**src/sv/ghbt_pkg.sv**
```systemverilog
// Shared types and constants for the grid headroom boost tracker.
// No dependencies; imported by every module of the block.
package ghbt_pkg;

  localparam int VOLT_W   = 10;
  localparam int THR_W    = 20;
  localparam int STEP_W   = 17;
  localparam int HYST_W   = 16;
  localparam int OFFSET_W = 20;
  localparam int FRESH_W  = 8;
  localparam int POWER_W  = 21;
  localparam int WATT_W   = 20;
  localparam int MA_W     = 20;
  localparam int PHASE_W  = 2;
  localparam int CFG_IDX_W  = 3;
  localparam int CFG_DATA_W = 20;

  // Shared multiplier operand widths: signed A, unsigned B.
  localparam int MUL_A_W = 23;
  localparam int MUL_B_W = 12;
  localparam int MUL_P_W = 36;
  localparam int LIMIT_W = 32;

  localparam logic [PHASE_W-1:0] DEFAULT_PHASES = 2'd3;
  localparam logic [MUL_B_W-1:0] MW_PER_W = 12'd1000;

  localparam logic [CFG_IDX_W-1:0] REG_NOMINAL_VOLTAGE = 3'd0;
  localparam logic [CFG_IDX_W-1:0] REG_BOOST_THRESHOLD = 3'd1;
  localparam logic [CFG_IDX_W-1:0] REG_BOOST_STEP      = 3'd2;
  localparam logic [CFG_IDX_W-1:0] REG_HYSTERESIS      = 3'd3;
  localparam logic [CFG_IDX_W-1:0] REG_MAX_BOOST_EN    = 3'd4;
  localparam logic [CFG_IDX_W-1:0] REG_MAX_BOOST       = 3'd5;

  typedef struct packed {
    logic [VOLT_W-1:0]   nominal_voltage_v;
    logic [THR_W-1:0]    trigger_margin_w;
    logic [STEP_W-1:0]   boost_step_ma;
    logic [HYST_W-1:0]   hysteresis_cycles;
    logic                max_boost_enable;
    logic [OFFSET_W-1:0] max_boost_ma;
  } cfg_t;

  typedef struct packed {
    logic                      en;
    logic signed [MUL_A_W-1:0] a;
    logic [MUL_B_W-1:0]        b;
  } mul_req_t;

endpackage

```
**src/sv/ghbt_mul.sv**
```systemverilog
// Shared signed-by-unsigned multiplier with a registered product.
// Depends on ghbt_pkg for operand widths and the request struct.
module ghbt_mul import ghbt_pkg::*; (
  input  logic                      clk_i,
  input  mul_req_t                  req_i,
  output logic signed [MUL_P_W-1:0] prod_o
);

  logic signed [MUL_P_W-1:0] prod_q;
  logic signed [MUL_P_W-1:0] prod_d;
  logic signed [MUL_P_W-1:0] a_ext;
  logic signed [MUL_P_W-1:0] b_ext;

  assign a_ext  = MUL_P_W'(req_i.a);
  assign b_ext  = $signed({{(MUL_P_W-MUL_B_W){1'b0}}, req_i.b});
  assign prod_d = a_ext * b_ext;

  always_ff @(posedge clk_i) begin
    if (req_i.en) begin
      prod_q <= prod_d;
    end
  end

  assign prod_o = prod_q;

endmodule

```
**src/sv/ghbt_seq.sv**
```systemverilog
// Sequencer, item capture, boost/counter state and result register.
// Depends on ghbt_pkg and drives the shared multiplier ghbt_mul.
module ghbt_seq import ghbt_pkg::*; (
  input  logic                clk_i,
  input  logic                rst_ni,
  input  cfg_t                cfg_i,
  input  logic                in_valid_i,
  output logic                in_ready_o,
  input  logic [FRESH_W-1:0]  fresh_meter_count_i,
  input  logic [POWER_W-1:0]  measured_power_w_i,
  input  logic [WATT_W-1:0]   allocated_power_w_i,
  input  logic                power_limit_valid_i,
  input  logic [WATT_W-1:0]   power_limit_w_i,
  input  logic                current_limit_valid_i,
  input  logic [MA_W-1:0]     current_limit_ma_i,
  input  logic                phase_count_valid_i,
  input  logic [PHASE_W-1:0]  phase_count_i,
  output logic                out_valid_o,
  input  logic                out_ready_i,
  output logic [OFFSET_W-1:0] boost_offset_ma_o,
  output logic                power_reducible_o,
  output logic [HYST_W-1:0]   headroom_run_o
);

  localparam logic [1:0] ST_IDLE = 2'd0;
  localparam logic [1:0] ST_LIM  = 2'd1;
  localparam logic [1:0] ST_THR  = 2'd2;
  localparam logic [1:0] ST_UPD  = 2'd3;

  logic [1:0] state_q, state_d;

  // captured request
  logic                      fresh_q, plim_v_q, have_lim_q, red_q;
  logic [WATT_W-1:0]         plim_q;
  logic [MA_W-1:0]           ilim_q;
  logic signed [MUL_A_W-1:0] pthr_q;
  logic [LIMIT_W-1:0]        limit_q;

  // architectural state and result register
  logic                out_valid_q, out_valid_d;
  logic                red_out_q, red_out_d;
  logic [OFFSET_W-1:0] offset_q, offset_d;
  logic [HYST_W-1:0]   cnt_q, cnt_d;

  mul_req_t                  mul_req;
  logic signed [MUL_P_W-1:0] prod;

  logic                      accept;
  logic                      commit;
  logic [PHASE_W-1:0]        phases;
  logic signed [MUL_A_W-1:0] power_ext;
  logic signed [MUL_A_W-1:0] thr_ext;
  logic signed [MUL_A_W-1:0] margin;
  logic                      red_new;
  logic                      headroom;
  logic [HYST_W:0]           cnt_inc;
  logic [HYST_W-1:0]         cnt_sat;
  logic [OFFSET_W:0]         off_sum;
  logic [OFFSET_W-1:0]       off_up, off_dn, off_step, step_ext;

  ghbt_mul u_mul (
    .clk_i  (clk_i),
    .req_i  (mul_req),
    .prod_o (prod)
  );

  assign in_ready_o = (state_q == ST_IDLE);
  assign accept     = in_valid_i && in_ready_o;
  assign commit     = (state_q == ST_UPD) && (!out_valid_q || out_ready_i);

  assign phases    = phase_count_valid_i ? phase_count_i : DEFAULT_PHASES;
  assign power_ext = MUL_A_W'($signed(measured_power_w_i));
  assign thr_ext   = $signed({{(MUL_A_W-THR_W){1'b0}}, cfg_i.trigger_margin_w});
  assign margin    = $signed({{(MUL_A_W-WATT_W){1'b0}}, allocated_power_w_i}) - power_ext;
  assign red_new   = (fresh_meter_count_i != '0) && (allocated_power_w_i != '0) &&
                     (margin > thr_ext);

  // Drive the shared multiplier: phases*voltage, then the limit, then (P+thr)*1000.
  always_comb begin
    mul_req = '0;
    case (state_q)
      ST_IDLE: begin
        mul_req.en = accept;
        mul_req.a  = $signed({{(MUL_A_W-VOLT_W){1'b0}}, cfg_i.nominal_voltage_v});
        mul_req.b  = {{(MUL_B_W-PHASE_W){1'b0}}, phases};
      end
      ST_LIM: begin
        mul_req.en = 1'b1;
        if (plim_v_q) begin
          mul_req.a = $signed({{(MUL_A_W-WATT_W){1'b0}}, plim_q});
          mul_req.b = MW_PER_W;
        end else begin
          mul_req.a = $signed({{(MUL_A_W-MA_W){1'b0}}, ilim_q});
          mul_req.b = prod[MUL_B_W-1:0];
        end
      end
      ST_THR: begin
        mul_req.en = 1'b1;
        mul_req.a  = pthr_q;
        mul_req.b  = MW_PER_W;
      end
      default: mul_req = '0;
    endcase
  end

  // limit - 1000*P > 1000*thr  <=>  limit > 1000*(P + thr)
  assign headroom = $signed({{(MUL_P_W-LIMIT_W){1'b0}}, limit_q}) > prod;

  assign cnt_inc  = {1'b0, cnt_q} + {{HYST_W{1'b0}}, 1'b1};
  assign cnt_sat  = cnt_inc[HYST_W] ? {HYST_W{1'b1}} : cnt_inc[HYST_W-1:0];
  assign step_ext = {{(OFFSET_W-STEP_W){1'b0}}, cfg_i.boost_step_ma};
  assign off_sum  = {1'b0, offset_q} + {1'b0, step_ext};
  assign off_up   = off_sum[OFFSET_W] ? {OFFSET_W{1'b1}} : off_sum[OFFSET_W-1:0];
  assign off_dn   = (offset_q > step_ext) ? (offset_q - step_ext) : '0;

  always_comb begin
    state_d     = state_q;
    out_valid_d = out_valid_q;
    red_out_d   = red_out_q;
    offset_d    = offset_q;
    cnt_d       = cnt_q;
    off_step    = offset_q;
    if (out_valid_q && out_ready_i) begin
      out_valid_d = 1'b0;
    end
    case (state_q)
      ST_IDLE: if (accept) state_d = ST_LIM;
      ST_LIM:  state_d = ST_THR;
      ST_THR:  state_d = ST_UPD;
      ST_UPD: begin
        if (commit) begin
          state_d     = ST_IDLE;
          out_valid_d = 1'b1;
          red_out_d   = red_q;
          if (!fresh_q || !have_lim_q || (cfg_i.boost_step_ma == '0)) begin
            cnt_d = '0;
          end else begin
            if (headroom) begin
              if (cnt_sat >= cfg_i.hysteresis_cycles) begin
                off_step = off_up;
                cnt_d    = '0;
              end else begin
                cnt_d    = cnt_sat;
              end
            end else begin
              cnt_d    = '0;
              off_step = off_dn;
            end
            if (cfg_i.max_boost_enable && (off_step > cfg_i.max_boost_ma)) begin
              offset_d = cfg_i.max_boost_ma;
            end else begin
              offset_d = off_step;
            end
          end
        end
      end
      default: state_d = ST_IDLE;
    endcase
  end

  always_ff @(posedge clk_i or negedge rst_ni) begin
    if (!rst_ni) begin
      state_q     <= ST_IDLE;
      out_valid_q <= 1'b0;
      red_out_q   <= 1'b0;
      offset_q    <= '0;
      cnt_q       <= '0;
    end else begin
      state_q     <= state_d;
      out_valid_q <= out_valid_d;
      red_out_q   <= red_out_d;
      offset_q    <= offset_d;
      cnt_q       <= cnt_d;
    end
  end

  // Capture the request; hold the computed limit once the multiplier has it.
  always_ff @(posedge clk_i) begin
    if (accept) begin
      fresh_q    <= (fresh_meter_count_i != '0);
      plim_v_q   <= power_limit_valid_i;
      have_lim_q <= power_limit_valid_i || current_limit_valid_i;
      red_q      <= red_new;
      plim_q     <= power_limit_w_i;
      ilim_q     <= current_limit_ma_i;
      pthr_q     <= power_ext + thr_ext;
    end
    if (state_q == ST_THR) begin
      limit_q <= prod[LIMIT_W-1:0];
    end
  end

  assign out_valid_o       = out_valid_q;
  assign power_reducible_o = red_out_q;
  assign boost_offset_ma_o = offset_q;
  assign headroom_run_o    = cnt_q;

endmodule

```
**src/sv/grid_headroom_boost_tracker_top.sv**
```systemverilog
// Top level of the grid headroom boost tracker: config registers and the core.
// Depends on ghbt_pkg, ghbt_seq and ghbt_mul.
//
// Usage:
//  - Input channel (in_valid_i/in_ready_o) takes one metering request per
//    handshake; output channel (out_valid_o/out_ready_i) returns one result
//    per request: boost offset, reducible flag and headroom run count.
//  - Config channel (cfg_valid_i/cfg_ready_o) writes the register at
//    cfg_index_i; it is always ready. Unknown indexes are dropped. Write
//    only while no request is in flight.
//  - Each request passes through the sequencer: the single shared multiplier
//    forms the phase-voltage product, then the grid limit in mW, then
//    1000*(P+thr), and the update state compares and updates the offset and counter.
//  - A new request is accepted only once the previous one has committed;
//    in_ready_o is high only while the sequencer is idle, even while a
//    result waits in the output register.
//  - If the receiver stalls, the result holds in the output register; a
//    following request is accepted and computed but its update holds in
//    the update state until the pending result is taken.
//  - Reset clears the offset and counter and loads the register defaults
//    (230 V, 1000 W threshold, zero step, hysteresis 1, cap disabled).
module grid_headroom_boost_tracker_top import ghbt_pkg::*; (
  input  logic                  clk_i,
  input  logic                  rst_ni,
  input  logic                  cfg_valid_i,
  output logic                  cfg_ready_o,
  input  logic [CFG_IDX_W-1:0]  cfg_index_i,
  input  logic [CFG_DATA_W-1:0] cfg_data_i,
  input  logic                  in_valid_i,
  output logic                  in_ready_o,
  input  logic [FRESH_W-1:0]    fresh_meter_count_i,
  input  logic [POWER_W-1:0]    measured_power_w_i,
  input  logic [WATT_W-1:0]     allocated_power_w_i,
  input  logic                  power_limit_valid_i,
  input  logic [WATT_W-1:0]     power_limit_w_i,
  input  logic                  current_limit_valid_i,
  input  logic [MA_W-1:0]       current_limit_ma_i,
  input  logic                  phase_count_valid_i,
  input  logic [PHASE_W-1:0]    phase_count_i,
  output logic                  out_valid_o,
  input  logic                  out_ready_i,
  output logic [OFFSET_W-1:0]   boost_offset_ma_o,
  output logic                  power_reducible_o,
  output logic [HYST_W-1:0]     headroom_run_o
);

  cfg_t cfg_q, cfg_d;

  assign cfg_ready_o = 1'b1;

  always_comb begin
    cfg_d = cfg_q;
    if (cfg_valid_i) begin
      case (cfg_index_i)
        REG_NOMINAL_VOLTAGE: cfg_d.nominal_voltage_v = cfg_data_i[VOLT_W-1:0];
        REG_BOOST_THRESHOLD: cfg_d.trigger_margin_w  = cfg_data_i[THR_W-1:0];
        REG_BOOST_STEP:      cfg_d.boost_step_ma     = cfg_data_i[STEP_W-1:0];
        REG_HYSTERESIS:      cfg_d.hysteresis_cycles = cfg_data_i[HYST_W-1:0];
        REG_MAX_BOOST_EN:    cfg_d.max_boost_enable  = cfg_data_i[0];
        REG_MAX_BOOST:       cfg_d.max_boost_ma      = cfg_data_i[OFFSET_W-1:0];
        default:             cfg_d = cfg_q;
      endcase
    end
  end

  always_ff @(posedge clk_i or negedge rst_ni) begin
    if (!rst_ni) begin
      cfg_q.nominal_voltage_v <= VOLT_W'(230);
      cfg_q.trigger_margin_w  <= THR_W'(1000);
      cfg_q.boost_step_ma     <= '0;
      cfg_q.hysteresis_cycles <= HYST_W'(1);
      cfg_q.max_boost_enable  <= 1'b0;
      cfg_q.max_boost_ma      <= '0;
    end else begin
      cfg_q <= cfg_d;
    end
  end

  ghbt_seq u_seq (
    .clk_i                 (clk_i),
    .rst_ni                (rst_ni),
    .cfg_i                 (cfg_q),
    .in_valid_i            (in_valid_i),
    .in_ready_o            (in_ready_o),
    .fresh_meter_count_i   (fresh_meter_count_i),
    .measured_power_w_i    (measured_power_w_i),
    .allocated_power_w_i   (allocated_power_w_i),
    .power_limit_valid_i   (power_limit_valid_i),
    .power_limit_w_i       (power_limit_w_i),
    .current_limit_valid_i (current_limit_valid_i),
    .current_limit_ma_i    (current_limit_ma_i),
    .phase_count_valid_i   (phase_count_valid_i),
    .phase_count_i         (phase_count_i),
    .out_valid_o           (out_valid_o),
    .out_ready_i           (out_ready_i),
    .boost_offset_ma_o     (boost_offset_ma_o),
    .power_reducible_o     (power_reducible_o),
    .headroom_run_o        (headroom_run_o)
  );

  // An accepted request keeps in_ready_o low through the limit, threshold and update states.
  a_busy_after_accept: assert property (@(posedge clk_i) disable iff (!rst_ni)
    (in_valid_i && in_ready_o) |=> !in_ready_o ##1 !in_ready_o ##1 !in_ready_o)
    else $error("sequencer ready too early after a request");

  // Reaching the hysteresis count always clears the counter, so it never saturates.
  a_counter_no_sat: assert property (@(posedge clk_i) disable iff (!rst_ni)
    headroom_run_o != {HYST_W{1'b1}})
    else $error("headroom counter reached saturation");

  // The offset moves only together with a freshly loaded result.
  a_offset_moves_on_result: assert property (@(posedge clk_i) disable iff (!rst_ni)
    !$stable(boost_offset_ma_o) |-> out_valid_o)
    else $error("boost offset changed without a result");

endmodule
```
**config.mk**
```make
export PLATFORM = sky130hd
export DESIGN_NAME = grid_headroom_boost_tracker_top
export DESIGN_NICKNAME = d
export VERILOG_FILES = /design/src/sv/ghbt_pkg.sv /design/src/sv/ghbt_mul.sv /design/src/sv/ghbt_seq.sv /design/src/sv/grid_headroom_boost_tracker_top.sv
export SDC_FILE = /design/constraint.sdc
export NUM_CORES = 1
export LEC_CHECK = 0
export BUFFER_PORTS_ARGS = -buffer_cell sky130_fd_sc_hd__buf_2
export CORE_UTILIZATION = 50
export DETAILED_ROUTE_END_ITERATION = 7
export PLACE_DENSITY = 0.77
export RECOVER_POWER = 100
export SLEW_MARGIN = 20
export SYNTH_ARGS = -nofsm -noshare
export SYNTH_HDL_FRONTEND = slang
export SYNTH_SLANG_ARGS = --single-unit
```
**constraint.sdc**
```tcl
create_clock -name clk_i -period 18.24 [get_ports clk_i]
set_input_delay 0.912 -clock clk_i [delete_from_list [all_inputs] [get_ports clk_i]]
set_output_delay 0.912 -clock clk_i [all_outputs]
set_load 0.02 [all_outputs]
```
==> impl_summary.log <==
INFO  metric cts_tree = yes
INFO  metric numCtsBuffers = 30
INFO  metric regToRegEndpoint = u_seq.u_mul.prod_o[34]$_DFFE_PP_
INFO  metric yosysTopAreaCell = fa_1
INFO  metric holdBufCountCts = 0
INFO  metric synth_top_area_share = 0.1893
INFO  metric critical_path_required = between 15 and 20 ns
INFO  metric netSwitchingPower = between 2 and 3 mW
INFO  metric ff2ff_setup_slack = 8.31 ns
INFO  metric synth.most_common_cell = inv_1
INFO  metric setup_viol = 0
INFO  metric worst-slew-pin-transition = around 4.7 ns
INFO  metric timing.max_slew.rel_slack = -2.112
INFO  metric grt_setup_unrepaired = false
INFO  metric yosys_warnings = 0
INFO  metric synth_edf_count = 134
INFO  metric finalHoldViolations = 0
INFO  metric vdd_ir_drop_max = 0.0001079 V
INFO  metric drtAntennaViolNets = 0
INFO  metric worstSetupEndpointType = register
INFO  metric worst_slack = a little over 8 ns
INFO  metric power_density = 203.0 mW/mm2
INFO  metric synth.top_cells.by_area = fa_1 (19%), edfxtp_1 (16%), ha_1 (12%), dfrtp_1 (11%), inv_1 (7.2%)
INFO  metric pwr-share-seq = 0.187
INFO  metric initial_core_util = 0.5050
INFO  metric cp_data_arrival_time = 10.38 ns
INFO  metric fp-row-count = 83
INFO  metric switching_share = 0.5055
INFO  metric detailedRoute.firstPassIterationCount = 8
INFO  metric max_freq = 100.7 MHz
INFO  metric drc = 2
INFO  metric critical_path.startpoint = u_seq.state_q[0]$_DFFE_PN0P_
INFO  metric vias_per_cell = 5.876
INFO  metric synthCells = roughly 2800
INFO  metric power_report.internal_total = ~2.9 mW
INFO  metric gp_congestion = 0.9556
INFO  metric total_congestion_overflow = 0
INFO  metric hold_class = register to register
INFO  metric number_of_nets_in_the_finished_design = 3511
INFO  metric max_cap_viol_count = 11
INFO  metric dp.final_hpwl = 57250 um
INFO  metric detail_route.iter0.violations = 1824
INFO  metric syn_std_cell_area = 0.02591 mm2
INFO  metric area_growth = 9.856%
INFO  metric max-clock-path-buffers = 3
INFO  metric period_minus_slack = 9.930 ns
INFO  metric final_area = 0.02846 mm2
INFO  metric post-cts-setup-buffers = 0
INFO  metric synth.ff_latch_count = 258
INFO  metric syn-num-nets = around 3400
INFO  metric clock_sink_count = between 200 and 300
INFO  metric post_route_cells_drive_above_1_share = 0.1015
INFO  metric dr_total_vias = 21161
INFO  metric async_reset_ff_frac = 0.4806
INFO  metric maximum_number_of_pins_on_one_net_before_global_route_repair = 76
INFO  metric detailed_place.area = between 0.02 and 0.03 mm2
INFO  metric start_kind = register
INFO  metric post_synth_num_cell_types = 78
INFO  metric worstSetupEndpoint = u_seq.u_mul.prod_o[34]$_DFFE_PP_
INFO  metric top_level_ports = 162
INFO  metric timing.final.crit_share = 0.5444
INFO  metric postRouteWirelength = ~73000 um
INFO  metric grt_use_total = 0.2789
INFO  metric htree_levels = 1
INFO  metric violations_in_the_final_reports = design-rule violations, max-capacitance violations, max-slew violations
INFO  metric fp.coreArea = 0.05130 mm2
INFO  metric clk_latency = 0.62 ns
INFO  metric share_comb_of_total_power = 0.701
INFO  metric via_count_of_the_first_global_routing_pass = 21654
INFO  metric grt_pass1_wl = 116000 um
INFO  metric slew_violations = ~470
INFO  metric post-place-ws = roughly 9.8 ns
INFO  metric clock-root-buffer = clkbuf_16
INFO  metric post_cts_resize_count = 0
INFO  metric outcome = finished, violations left
INFO  metric clkTransAtPathRegs = 0.06 ns
INFO  metric fin_skew = 0.03841 ns
INFO  metric worstPathMaxFanout = 57
INFO  metric fin_tns_setup = 0 ns
INFO  metric fp.dieH = 229.6 um
INFO  metric worst_r2r_path_depth = 24
INFO  metric antenna_found_initial = 4
INFO  metric clock_power_share = 0.112
INFO  metric synth.top_cells.by_count = inv_1 (498), ha_1 (251), nand2_1 (246), fa_1 (245), nor2_1 (223)
INFO  metric min_from = u_seq.u_mul.prod_o[14]$_DFFE_PP_
INFO  metric synth_sequential_area_ratio = 0.2756
INFO  metric place.port_buffers = 160
INFO  metric dieArea = 0.05273 mm2
INFO  metric wire_per_inst = 20.22 um
INFO  metric power.leakage = 13.57 nW
INFO  metric ys_dominant_reg_cell = edfxtp_1
INFO  metric rr_startpoint = u_seq.state_q[0]$_DFFE_PN0P_
INFO  metric post_synth.cell_area_avg = 9.408 um2
INFO  metric critical_path_class = register to register
INFO  metric die_width = ~230 um
## power groups by stage
stage               combinational [mW]  sequential [mW]  clock (mW)
finish                            4.05             1.08       0.647
global route                      4.51             1.10       0.679
global placement                  3.86             1.07           0
floorplan                         2.89             1.05           0
detailed placement                4.01             1.08           0
CTS                               4.05             1.07       0.656
## registers in the layout (all words and copies together) (netlist names)
register                 flops
u_seq.u_mul.prod_o          36
u_seq.red_q                  1
cfg_q                       84
u_seq.out_valid_o            1
u_seq.plim_v_q               1
u_seq.plim_q                20
u_seq.power_reducible_o      1
u_seq.state_q                2
u_seq.headroom_run_o        16
u_seq.boost_offset_ma_o     20
u_seq.limit_q               32
u_seq.pthr_q                22
u_seq.fresh_q                1
u_seq.ilim_q                20
u_seq.have_lim_q             1
## metrics by stage
step                      hold WS (ns)  utilization  total power, mW  cells
after global routing            0.4432       0.5548            6.288   3601
final                           0.4278       0.5548            5.779   3601
after global placement          0.4311       0.5364            4.931   3541
after floorplan                 0.4264            -            3.939   2754
after CTS                       0.3181       0.5570            5.770   3597
after detailed placement        0.4426       0.5364            5.087   3541
## metal layers
metal  up-vias  global-route usage  wire length, um
li1       9543                   -                -
met1     10369              0.3715            29890
met2      1041              0.4521            33980
met3       208             0.03685             5638
met4         0              0.1281             3321
met5         -                   0                0
## area by class of cell
cell class,instances,area (um2)
clock buffers,37,797.0
diodes,4,10.01
repair buffers,194,953.4
inverters,499,1873
flip-flops and latches,258,7142
well taps,680,850.8
multi-input cells,1910,16580
clock inverters,19,260.3
fillers,4456,22840
## cell usage in the layout, fill, tap and decap left out, drive strengths merged, types with 22 or more instances in the layout
cell type and n:
nand3 31, o21a 22, xor2 22, nand4 22
mux2 72, o21ai 102, nor2 223, fa 245
nor3 48, xnor2 55, dfrtp 112, ha 251
a21o 56, clkbuf 97, nand2b 54, buf 134
a21oi 112, edfxtp 134, inv 502, nand2 246
## how the worst min path moves through the flow
stage | cells after the start | endpoint
after floorplan | 0 | u_seq.limit_q[12]$_DFFE_PN_
after global placement | 0 | u_seq.limit_q[14]$_DFFE_PN_
after detailed placement | 0 | u_seq.limit_q[29]$_DFFE_PN_
after CTS | 1 | u_seq.headroom_run_o[1]$_DFFE_PN0P_
after global routing | 0 | u_seq.limit_q[12]$_DFFE_PN_
final | 0 | u_seq.limit_q[14]$_DFFE_PN_
## worst max-delay path, cell delays in order (launching register included)
cell and delay (ns):
dfrtp_1 0.40, inv_1 0.15, ha_1 0.17, clkbuf_1 2.21, a222oi_1 0.42, clkbuf_1 0.47, nor2_1 0.36, and2_0 0.24
fa_1 0.42, ha_1 0.23, fa_1 0.53, inv_1 0.06, fa_1 0.47, fa_1 0.54, inv_1 0.05, ha_1 0.35
a2111oi_0 0.57, o21ai_0 0.34, a311o_1 0.43, a21o_1 0.24, a21oi_1 0.27, o21a_1 0.21, a21oi_1 0.12, or4_1 0.40
nand4b_1 0.10
## logic make-up (layout without fill, tap and decap cells)
family / count (synthesis) / after routing / synth area share
other cells: 1 / 5 / 0.0001447
simple gates: 752 / 752 / 0.1345
fa+ha+maj: 496 / 496 / 0.3105
flops: 258 / 258 / 0.2756
mux: 74 / 74 / 0.03207
buf+inv: 586 / 749 / 0.08552
compound gates: 510 / 510 / 0.1356
xor+xnor: 77 / 77 / 0.02603
No activity file was read; power rests on OpenSTA's default activity.
